### config.mk
export PLATFORM = sky130hd
export DESIGN_NAME = button_event_long_press_tracker_unit_flat
export DESIGN_NICKNAME = d
export VERILOG_FILES = /design/src/hw/rtl/bltr_pkg.sv /design/src/hw/rtl/bltr_item_if.sv /design/src/hw/rtl/bltr_result_if.sv /design/src/hw/rtl/bltr_lane.sv /design/src/hw/rtl/button_event_long_press_tracker_unit.sv /design/src/flat_wrapper.sv
export SDC_FILE = /design/constraint.sdc
export NUM_CORES = 2
export LEC_CHECK = 0
export BUFFER_PORTS_ARGS = -buffer_cell sky130_fd_sc_hd__buf_2
export CORE_UTILIZATION = 40
export CTS_CLUSTER_SIZE = 28
export DETAILED_ROUTE_END_ITERATION = 7
export MAX_ROUTING_LAYER = met4
export SKIP_LAST_GASP = 1
export SYNTH_ARGS = -nofsm -noshare
export SYNTH_HDL_FRONTEND = slang
export SYNTH_SLANG_ARGS = --single-unit
export TNS_END_PERCENT = 5
### constraint.sdc
create_clock -name clk -period 8.9 [get_ports clk]
set_input_delay 0.89 -clock clk [delete_from_list [all_inputs] [get_ports clk]]
set_output_delay 0.89 -clock clk [all_outputs]
set_load 0.01 [all_outputs]
### src/hw/rtl/bltr_pkg.sv
// shared types and constants of the button event and long-press tracker
package bltr_pkg;

  localparam int BUTTONS = 8;
  localparam int MASK_W = 8;
  localparam int KIND_W = 3;
  localparam int TIME_W = 32;

  localparam logic [MASK_W-1:0] BUTTON_MASK = MASK_W'((1 << BUTTONS) - 1);
  localparam logic [TIME_W-1:0] LONG_PRESS_RESET = TIME_W'(1000);

  typedef enum logic [KIND_W-1:0] {
    KIND_TICK         = 3'd0,
    KIND_INIT         = 3'd1,
    KIND_TAKE_PRESS   = 3'd2,
    KIND_TAKE_RELEASE = 3'd3,
    KIND_TAKE_LONG    = 3'd4,
    KIND_READ_MASK    = 3'd5
  } kind_t;

  // shared by every button lane for the word being processed
  typedef struct packed {
    logic              tick;
    logic              init;
    logic [TIME_W-1:0] now_ms;
    logic [TIME_W-1:0] long_press_ms;
  } lane_ctrl_t;

endpackage

### src/hw/rtl/bltr_item_if.sv
// input channel: tick, init and read requests
interface bltr_item_if;
  logic                          valid;
  logic                          ready;
  logic [bltr_pkg::KIND_W-1:0]   kind;
  logic [bltr_pkg::MASK_W-1:0]   key_mask;
  logic [bltr_pkg::TIME_W-1:0]   now_ms;

  modport source (output valid, kind, key_mask, now_ms, input ready);
  modport sink (input valid, kind, key_mask, now_ms, output ready);
endinterface

### src/hw/rtl/bltr_result_if.sv
// output channel: one read value per request
interface bltr_result_if;
  logic                        valid;
  logic                        ready;
  logic [bltr_pkg::MASK_W-1:0] read_value;

  modport source (output valid, read_value, input ready);
  modport sink (input valid, read_value, output ready);
endinterface

### src/hw/rtl/bltr_lane.sv
// one button lane: press time stamp and long-press threshold check
module bltr_lane (
  input  logic                 clk,
  input  logic                 rst,
  input  logic                 fire,
  input  bltr_pkg::lane_ctrl_t ctrl,
  input  logic                 rise,
  input  logic                 held_next,
  input  logic                 armed,
  output logic                 long_hit
);
  import bltr_pkg::*;

  logic [TIME_W-1:0] press_start;
  logic [TIME_W-1:0] hold_time;

  // a fresh press has held for zero time on this tick
  assign hold_time = rise ? '0 : (ctrl.now_ms - press_start);
  assign long_hit  = ctrl.tick && held_next && armed && (hold_time >= ctrl.long_press_ms);

  always_ff @(posedge clk) begin
    if (rst) begin
      press_start <= '0;
    end else if (fire && ((ctrl.tick && rise) || ctrl.init)) begin
      press_start <= ctrl.now_ms;
    end
  end

endmodule

### src/hw/rtl/button_event_long_press_tracker_unit.sv
// button event and long-press tracker: top level
// Tracks up to BUTTONS debounced buttons. A tick word carries the new key mask and a
// wrapping 32-bit millisecond time; rising edges set sticky pressed bits and stamp the
// press time, falling edges set sticky released bits and re-arm long-press detection,
// and a held button whose hold time (now_ms minus press time, modulo 2^32) reaches
// long_press_ms raises its sticky long-press bit once per press. An init word loads the
// mask, clears every event and stamps all press times (buttons held at init give no
// pressed event). Take words return one event mask and clear it; read mask returns the
// current mask. Every word gives exactly one result word, zero for tick, init and
// unused kinds. Throughput is one word per clock while result.ready keeps up; a held
// result stalls the input register. The accepting edge loads the input register, and
// the result register loads from it when the stage moves on. The per-cycle path is set
// by the eight parallel 32-bit subtract and compare lanes of the long-press check.
// long_press_ms resets to 1000 and is written through cfg_wr_en / cfg_wr_data; the
// user must write it only while idle, the block itself does not enforce this.
module button_event_long_press_tracker_unit (
  input  logic                          clk,
  input  logic                          rst,
  input  logic                          cfg_wr_en,
  input  logic [bltr_pkg::TIME_W-1:0]   cfg_wr_data,
  bltr_item_if.sink                     item,
  bltr_result_if.source                 result
);
  import bltr_pkg::*;

  // configuration
  logic [TIME_W-1:0] long_press_ms;

  // input register stage
  logic              stage_valid;
  kind_t             stage_kind;
  logic [MASK_W-1:0] stage_mask;
  logic [TIME_W-1:0] stage_now;

  // result register
  logic              out_valid;
  logic [MASK_W-1:0] out_value;

  // tracker state
  logic [MASK_W-1:0] held_mask, held_mask_next;
  logic [MASK_W-1:0] press_event_bits, press_event_bits_next;
  logic [MASK_W-1:0] release_event_bits, release_event_bits_next;
  logic [MASK_W-1:0] long_event_bits, long_event_bits_next;
  logic [MASK_W-1:0] long_reported_bits, long_reported_bits_next;

  logic              advance;
  logic              fire;
  logic [MASK_W-1:0] rise, fall, rearmed, long_hit;
  logic [MASK_W-1:0] value;
  lane_ctrl_t        lane_ctrl;

  // the stage moves on whenever the result register is free or being emptied
  assign advance    = !out_valid || result.ready;
  assign fire       = stage_valid && advance;
  assign item.ready = !stage_valid || advance;

  assign result.valid      = out_valid;
  assign result.read_value = out_value;

  // edges against the held mask, and long-press arming after releases
  assign rise    = stage_mask & ~held_mask;
  assign fall    = held_mask & ~stage_mask;
  assign rearmed = long_reported_bits & ~fall;

  assign lane_ctrl.tick          = (stage_kind == KIND_TICK);
  assign lane_ctrl.init          = (stage_kind == KIND_INIT);
  assign lane_ctrl.now_ms        = stage_now;
  assign lane_ctrl.long_press_ms = long_press_ms;

  // one lane per button, unused slots stay quiet
  for (genvar g = 0; g < MASK_W; g++) begin : g_lane
    if (g < BUTTONS) begin : g_used
      bltr_lane u_lane (
        .clk       (clk),
        .rst       (rst),
        .fire      (fire),
        .ctrl      (lane_ctrl),
        .rise      (rise[g]),
        .held_next (stage_mask[g]),
        .armed     (!rearmed[g]),
        .long_hit  (long_hit[g])
      );
    end else begin : g_unused
      assign long_hit[g] = 1'b0;
    end
  end

  // state update and result value for the word in the stage
  always_comb begin
    held_mask_next          = held_mask;
    press_event_bits_next   = press_event_bits;
    release_event_bits_next = release_event_bits;
    long_event_bits_next    = long_event_bits;
    long_reported_bits_next = long_reported_bits;
    value                   = '0;
    case (stage_kind)
      KIND_TICK: begin
        held_mask_next          = stage_mask;
        press_event_bits_next   = press_event_bits | rise;
        release_event_bits_next = release_event_bits | fall;
        long_event_bits_next    = long_event_bits | long_hit;
        long_reported_bits_next = rearmed | long_hit;
      end
      KIND_INIT: begin
        held_mask_next          = stage_mask;
        press_event_bits_next   = '0;
        release_event_bits_next = '0;
        long_event_bits_next    = '0;
        long_reported_bits_next = '0;
      end
      KIND_TAKE_PRESS: begin
        value                 = press_event_bits;
        press_event_bits_next = '0;
      end
      KIND_TAKE_RELEASE: begin
        value                   = release_event_bits;
        release_event_bits_next = '0;
      end
      KIND_TAKE_LONG: begin
        value                = long_event_bits;
        long_event_bits_next = '0;
      end
      KIND_READ_MASK: begin
        value = held_mask;
      end
      default: begin
        value = '0;
      end
    endcase
  end

  // configuration register
  always_ff @(posedge clk) begin
    if (rst) begin
      long_press_ms <= LONG_PRESS_RESET;
    end else if (cfg_wr_en) begin
      long_press_ms <= cfg_wr_data;
    end
  end

  // input register stage, buttons beyond the configured count are dropped here
  always_ff @(posedge clk) begin
    if (rst) begin
      stage_valid <= 1'b0;
    end else if (item.ready) begin
      stage_valid <= item.valid;
    end
  end

  always_ff @(posedge clk) begin
    if (item.ready && item.valid) begin
      stage_kind <= kind_t'(item.kind);
      stage_mask <= item.key_mask & BUTTON_MASK;
      stage_now  <= item.now_ms;
    end
  end

  // result register
  always_ff @(posedge clk) begin
    if (rst) begin
      out_valid <= 1'b0;
    end else if (fire) begin
      out_valid <= 1'b1;
    end else if (result.ready) begin
      out_valid <= 1'b0;
    end
  end

  always_ff @(posedge clk) begin
    if (fire) begin
      out_value <= value;
    end
  end

  // tracker state
  always_ff @(posedge clk) begin
    if (rst) begin
      held_mask          <= '0;
      press_event_bits   <= '0;
      release_event_bits <= '0;
      long_event_bits    <= '0;
      long_reported_bits <= '0;
    end else if (fire) begin
      held_mask          <= held_mask_next;
      press_event_bits   <= press_event_bits_next;
      release_event_bits <= release_event_bits_next;
      long_event_bits    <= long_event_bits_next;
      long_reported_bits <= long_reported_bits_next;
    end
  end

`ifndef SYNTH
  // a reported long press always belongs to a button still held
  a_reported_held: assert property (@(posedge clk) disable iff (rst)
    (long_reported_bits & ~held_mask) == '0)
    else $error("long-press reported for a released button");

  // no state bit for buttons beyond the configured count
  a_unused_buttons: assert property (@(posedge clk) disable iff (rst)
    ((held_mask | press_event_bits | release_event_bits | long_event_bits) & ~BUTTON_MASK) == '0)
    else $error("event bit set for an unused button");

  // tick and init words give a zero result
  a_tick_zero: assert property (@(posedge clk) disable iff (rst)
    fire && (stage_kind == KIND_TICK || stage_kind == KIND_INIT) |=> out_value == '0)
    else $error("non-zero result for tick or init");

  // a stalled stage never takes a new word
  a_stage_hold: assert property (@(posedge clk) disable iff (rst)
    !(item.ready && stage_valid && !advance))
    else $error("input accepted while stage stalled");

  // a processed word always lands in the result register
  a_result_loaded: assert property (@(posedge clk) disable iff (rst)
    fire |=> out_valid)
    else $error("result lost after processing");
`endif

endmodule
### src/flat_wrapper.sv
// flat-port wrapper written by rule: the top's interface ports become plain ports
module button_event_long_press_tracker_unit_flat import bltr_pkg::*;
  (clk, rst, cfg_wr_en, cfg_wr_data, item_valid, item_kind, item_key_mask, item_now_ms, item_ready, result_valid, result_read_value, result_ready);
  bltr_item_if item_i ();
  bltr_result_if result_i ();
  input  logic clk;
  input  logic rst;
  input  logic cfg_wr_en;
  input  logic [bltr_pkg::TIME_W-1:0] cfg_wr_data;
  input wire logic [$bits(item_i.valid)-1:0] item_valid;
  input wire logic [$bits(item_i.kind)-1:0] item_kind;
  input wire logic [$bits(item_i.key_mask)-1:0] item_key_mask;
  input wire logic [$bits(item_i.now_ms)-1:0] item_now_ms;
  output wire logic [$bits(item_i.ready)-1:0] item_ready;
  output wire logic [$bits(result_i.valid)-1:0] result_valid;
  output wire logic [$bits(result_i.read_value)-1:0] result_read_value;
  input wire logic [$bits(result_i.ready)-1:0] result_ready;
  assign item_i.valid = item_valid;
  assign item_i.kind = item_kind;
  assign item_i.key_mask = item_key_mask;
  assign item_i.now_ms = item_now_ms;
  assign item_ready = item_i.ready;
  assign result_valid = result_i.valid;
  assign result_read_value = result_i.read_value;
  assign result_i.ready = result_ready;
  button_event_long_press_tracker_unit u_core (.clk(clk), .rst(rst), .cfg_wr_en(cfg_wr_en), .cfg_wr_data(cfg_wr_data), .item(item_i), .result(result_i));
endmodule
=== Word-level counts from Yosys, hierarchy flattened ===
Index checks and enable logic that the tools add are counted.
W data, S select, Z words.

* Register bits: 381
* Bits of input ports: 80
* Output and inout port bits: 10
* Word-level logic and storage cells: 143

* Add/subtract/negate cells: 8
* Magnitude comparators: 8
* Eq/ne operators: 5
* Muxes and demuxes: 15
* Bitwise gates (word level): 10
* Reduce and logical (&&, ||, !) cells: 77

{| class="wikitable"
|+ Operator list
! operator !! number
|-
| $ge A32 B32 Y1 || 8
|-
| $mux W32 || 8
|-
| $sub A32 B32 Y32 || 8
|-
| $pmux W8 S2 || 4
|-
| $logic_and A1 B1 Y1 || 42
|-
| $or A8 B8 Y8 || 4
|-
| $pmux W8 S4 || 1
|-
| $and A8 B8 Y8 || 3
|-
| $not A8 Y8 || 3
|-
| $logic_not A1 Y1 || 10
|-
| $logic_or A1 B1 Y1 || 10
|-
| $reduce_and A2 Y1 || 5
|-
| $reduce_bool A2 Y1 || 5
|-
| $reduce_or A2 Y1 || 4
|-
| $eq A3 B2 Y1 const B || 2
|-
| $eq A3 B3 Y1 const B || 2
|-
| $eq A3 B1 Y1 const B || 1
|-
| $logic_not A3 Y1 || 1
|-
| $mux W1 || 2
|}

=== Longest topological paths before layout ===
* Depth after elaboration: 9
* Mapped depth: 24
* Gate-level depth less buffers: 23

=== Cells and area by module ===
A second synthesis with hierarchy kept.

* Cell total of the unflattened synthesis: 4964
* Area, all modules: 36621.4 sq um

{| class="wikitable"
|+ By module, submodules not included
! module !! times used !! cells each !! area each (sq um)
|-
| bltr_lane at u_core.g_lane[3].g_used.u_lane ... || 3 || 573 || 3967.6
|-
| bltr_lane at u_core.g_lane[1].g_used.u_lane ... || 2 || 575 || 4056.4
|-
| button_event_long_press_tracker_unit || 1 || 421 || 4853.4
|-
| bltr_lane at u_core.g_lane[0].g_used.u_lane || 1 || 571 || 4025.1
|-
| bltr_lane at u_core.g_lane[6].g_used.u_lane || 1 || 548 || 3865.0
|-
| bltr_lane at u_core.g_lane[7].g_used.u_lane || 1 || 555 || 3862.5
|}

=== Worst setup path after synthesis ===
No wires, ideal clock.

* Path type: register -> register
* Start: register u_core.stage_now[0]
* End: register u_core.long_reported_bits[0]
* Library setup time: 0.060 ns
* Data arrival time: 4.852 ns
* Setup slack: 3.989 ns
* Stages on the path, launching flop included: 21
* Path buffers: 1
* Period minus slack after synthesis: 4.911 ns
* Cells stage by stage: edfxtp_1 -> clkbuf_1 -> inv_1 -> ha_1 -> inv_1 -> fa_1 -> a211oi_1 -> o21a_1 -> nor3_1 -> or4_4 -> a31o_1 -> a311oi_2 -> o211ai_1 -> o311a_1 -> ha_1 -> nand4_1 -> nor4_1 -> o211ai_1 -> a21o_1 -> a2111oi_0 -> a31o_2

* Longest elaborated chain between the ends: 6

{| class="wikitable"
|+ RTL lines
! element !! RTL line !! RTL
|-
| start, declared || button_event_long_press_tracker_unit.sv:33 || <nowiki>logic [TIME_W-1:0] stage_now;</nowiki>
|-
| start signal, assigned || button_event_long_press_tracker_unit.sv:154 || <nowiki>stage_now <= item.now_ms;</nowiki>
|-
| $sub A32 B32 Y32 || bltr_lane.sv:18 || <nowiki>assign hold_time = rise ? '0 : (ctrl.now_ms - press_start);</nowiki>
|-
| $mux W32 || bltr_lane.sv:18 ||
|-
| $ge A32 B32 Y1 || bltr_lane.sv:19 || <nowiki>assign long_hit = ctrl.tick && held_next && armed && (hold_time >= ctrl.long_press_ms);</nowiki>
|-
| $logic_and A1 B1 Y1 || bltr_lane.sv:19 ||
|-
| $or A8 B8 Y8 || button_event_long_press_tracker_unit.sv:102 || <nowiki>long_reported_bits_next = rearmed | long_hit;</nowiki>
|-
| $pmux W8 S2 || button_event_long_press_tracker_unit.sv:96 || <nowiki>case (stage_kind)</nowiki>
|-
| end signal, assigned || button_event_long_press_tracker_unit.sv:188 || <nowiki>long_reported_bits <= long_reported_bits_next;</nowiki>
|-
| end, declared || button_event_long_press_tracker_unit.sv:44 || <nowiki>logic [MASK_W-1:0] long_reported_bits, long_reported_bits_next;</nowiki>
|}

Every way passes these cells.
A chain may end at the register's enable or synchronous reset.

=== Worst setup path after layout ===
Same ends and word-level chain as after synthesis.

==> flow_summary.ini <==
[outcome]
status = finished clean

[clock_tree]
root_buffer = clkbuf_16
clkSinkCount = 381
htreeDepth = 2
clk_pin_slew_ps = 60
cts.hold.buffers_added = 0
post_cts_buffers = 0
cts_tree = built
clk-insertion-delay-late_ps = 620
numCtsBuffers = 49
ctsResizeCount = 0
cts.path.max_buffers = 3

[worst_setup_path]
worstReg2RegStart = u_core.stage_now[0]
crit_type = flop to flop
worstSetupStartpointType = flop
r2r_cells = 20
cp.arrival_ps = 6240
required_ps = 9470
r2r_slack_ps = 3220
reg2reg_to = u_core.long_reported_bits[0]
cp-end-kind = flop
critPathMaxFanout = 9

[floorplan]
die_w_um = 291.0
start_util_pct = 40.57
die_y_um = 291.0
rows = 105
num_io_pins = 90
die_area_sq_um = 84700
core_sq_um = 82370

[route]
wl_per_cell_um = 17.89
first_iter_violations = 1783
wl_um = 99150
firstDrtPassIters = 5
drc = 0
drtAntennaViolNets = 0
vias = 30250
avgViaCountPerCell = 5.459

[logic_synthesis]
syn_inst = 4416
synth_ff_type = dfxtp_1
synth_area_sq_um = 33420
ys_seq_elements = 381
syn_nets = 5008
synthArstFlopShare_pct = 0
ys_top_cells_by_area = dfxtp_1 (20%), ha_1 (19%), a21oi_1 (8.3%)
synth_top_cell_by_area = dfxtp_1
yosysWarnings = 0
avgSynthCellArea_sq_um = 7.567
synth-seq-area-share_pct = 24.35
yosys.area.top_type_share_pct = 19.77
synth_cell_types = 82
synth-edff-count = 51

[cells_and_area]
final_cell_mix = nand2_1 (691), a21oi_1 (546), ha_1 (504)
area_growth_pct = 9.701
final_area_sq_um = 36660
final_common_cell = nand2_1
instances_no_fill = 5542
nets = 5023
layout-drive-gt1-share_pct = 6.531
finish.utilization_pct = 44.50

[run]
maxCapViolCount = 0

[placed_design]
dp_cells = 5450
dpl_cell_area_sq_um = 35000
place_congestion = 0.9503
portBuffers = 89
dp.final_hpwl_um = 75680
dp_worst_setup_slack_ps = 3209

[pwr]
vdd.ir_drop.worst_mv = 0.1280
p_per_area_nw_per_um2 = 146.9
power_mw = 5.384
p_leak_nw = 15.06

[sta]
skew_ps = 24.58
max_freq_mhz = 176.1
setup_viol = 0
setup_ws_ps = 3220
rsz0062_at_grt = false
hold_violations = 0
fin_crit_ps = 5680
max_slew_margin_pct = 16.07
finalCritPeriodShare_pct = 63.82
whs_ps = 450.3
slew_viol_final = 0
setup-tns-final_ps = 0
tightest_slew_ps = 1248

[grt]
grtUsageTotal_pct = 23.70
grt_first_pass_wirelength_um = 156500
grt_max_degree = 170
antenna_found_initial = 3
overflow = 0
grt_pass1_vias = 28870

[min_path]
hold_path_class = primary input to flop
holdPathEnd = u_core.stage_mask[1]
holdPathStages = 1
min_from = item_key_mask[1]
[worst max-delay path by stage]
stage               slack [ps]           startpoint                      endpoint  cells after the start
floorplan                 3990  u_core.stage_now[0]  u_core.long_reported_bits[0]                     20
global placement          3340  u_core.stage_now[0]  u_core.long_reported_bits[0]                     19
detailed placement        3210  u_core.stage_now[0]  u_core.long_reported_bits[5]                     20
CTS                       3200  u_core.stage_now[0]  u_core.long_reported_bits[5]                     21
global route              2560  u_core.stage_now[0]  u_core.long_reported_bits[5]                     21
finish                    3220  u_core.stage_now[0]  u_core.long_reported_bits[0]                     20
[cell families (layout without fill, tap and decap cells)]
group,Yosys count,in the layout,share of synthesized area [%]
compound gates,1257,1257,23.41
buf+inv,525,580,6.227
fa+ha+maj,512,512,19.35
mux,50,50,1.501
flops,381,381,24.35
simple gates,1499,1499,20.13
xor+xnor,192,192,5.032
other cells,0,1,0
[per-layer routing]
layer  wire (um)  track usage, %
met5           0               -
met4        2633           6.452
met3        4491           2.634
met2       45350           39.20
met1       46680           30.46
[power breakdown]
part,switching (mW),total (mW),internal [mW]
combinational,0.896,1.50,0.608
clock,0.840,2.06,1.22
sequential,0.0300,1.82,1.79
total,1.77,5.38,3.62
[registers in the layout, indices dropped and copies added, names as in the netlist]
| name | cells |
|---|---|
| u_core.held_mask | 8 |
| u_core.stage_valid | 1 |
| u_core.press_event_bits | 8 |
| u_core.stage_kind | 3 |
| u_core.release_event_bits | 8 |
| u_core.stage_mask | 8 |
| u_core.result.read_value | 8 |
| u_core.long_event_bits | 8 |
| u_core.g_lane.g_used.u_lane.press_start | 256 |
| u_core.long_reported_bits | 8 |
| u_core.result.valid | 1 |
| u_core.long_press_ms | 32 |
| u_core.stage_now | 32 |
[Yosys cell counts (all sizes together), types with 15 or more instances]
| cell | instances |
|---|---|
| a211oi | 33 |
| a21o | 231 |
| a21oi | 554 |
| a31oi | 44 |
| and2 | 28 |
| and3 | 36 |
| and4 | 16 |
| buf | 35 |
| clkbuf | 155 |
| dfxtp | 330 |
| edfxtp | 51 |
| ha | 504 |
| inv | 335 |
| mux2i | 49 |
| nand2 | 691 |
| nand2b | 79 |
| nand3 | 50 |
| nand4 | 54 |
| nor2 | 352 |
| nor2b | 67 |
| nor3 | 64 |
| nor3b | 15 |
| o211ai | 27 |
| o21a | 33 |
| o21ai | 164 |
| o21bai | 26 |
| xnor2 | 101 |
| xor2 | 91 |
[worst max-delay path: stages (launching register included)]
cell and delay, ps:
edfxtp_1 550, inv_1 380, ha_1 240, inv_1 60, fa_1 410, a211oi_1 290, o21a_1 220, nor3_1 90
or4_4 470, a31o_1 260, a311oi_2 320, o2111ai_1 170, a31oi_1 280, mux2i_1 120, ha_1 300, nand4_1 110
nor4_1 340, o211ai_1 140, a21o_1 170, a2111oi_0 540, a31o_2 180
[area by class of cell]
class / instances / area, sq um
inverter: 335 / 1257
antenna: 1 / 2.502
sequential: 381 / 8138
tap: 1070 / 1339
timing repair buffer: 154 / 955.9
multi-input combinational: 3510 / 23310
fill: 8403 / 45710
clock inverter: 26 / 221.5
clock buffer: 65 / 1439
Power figures use the tool's default switching activity.
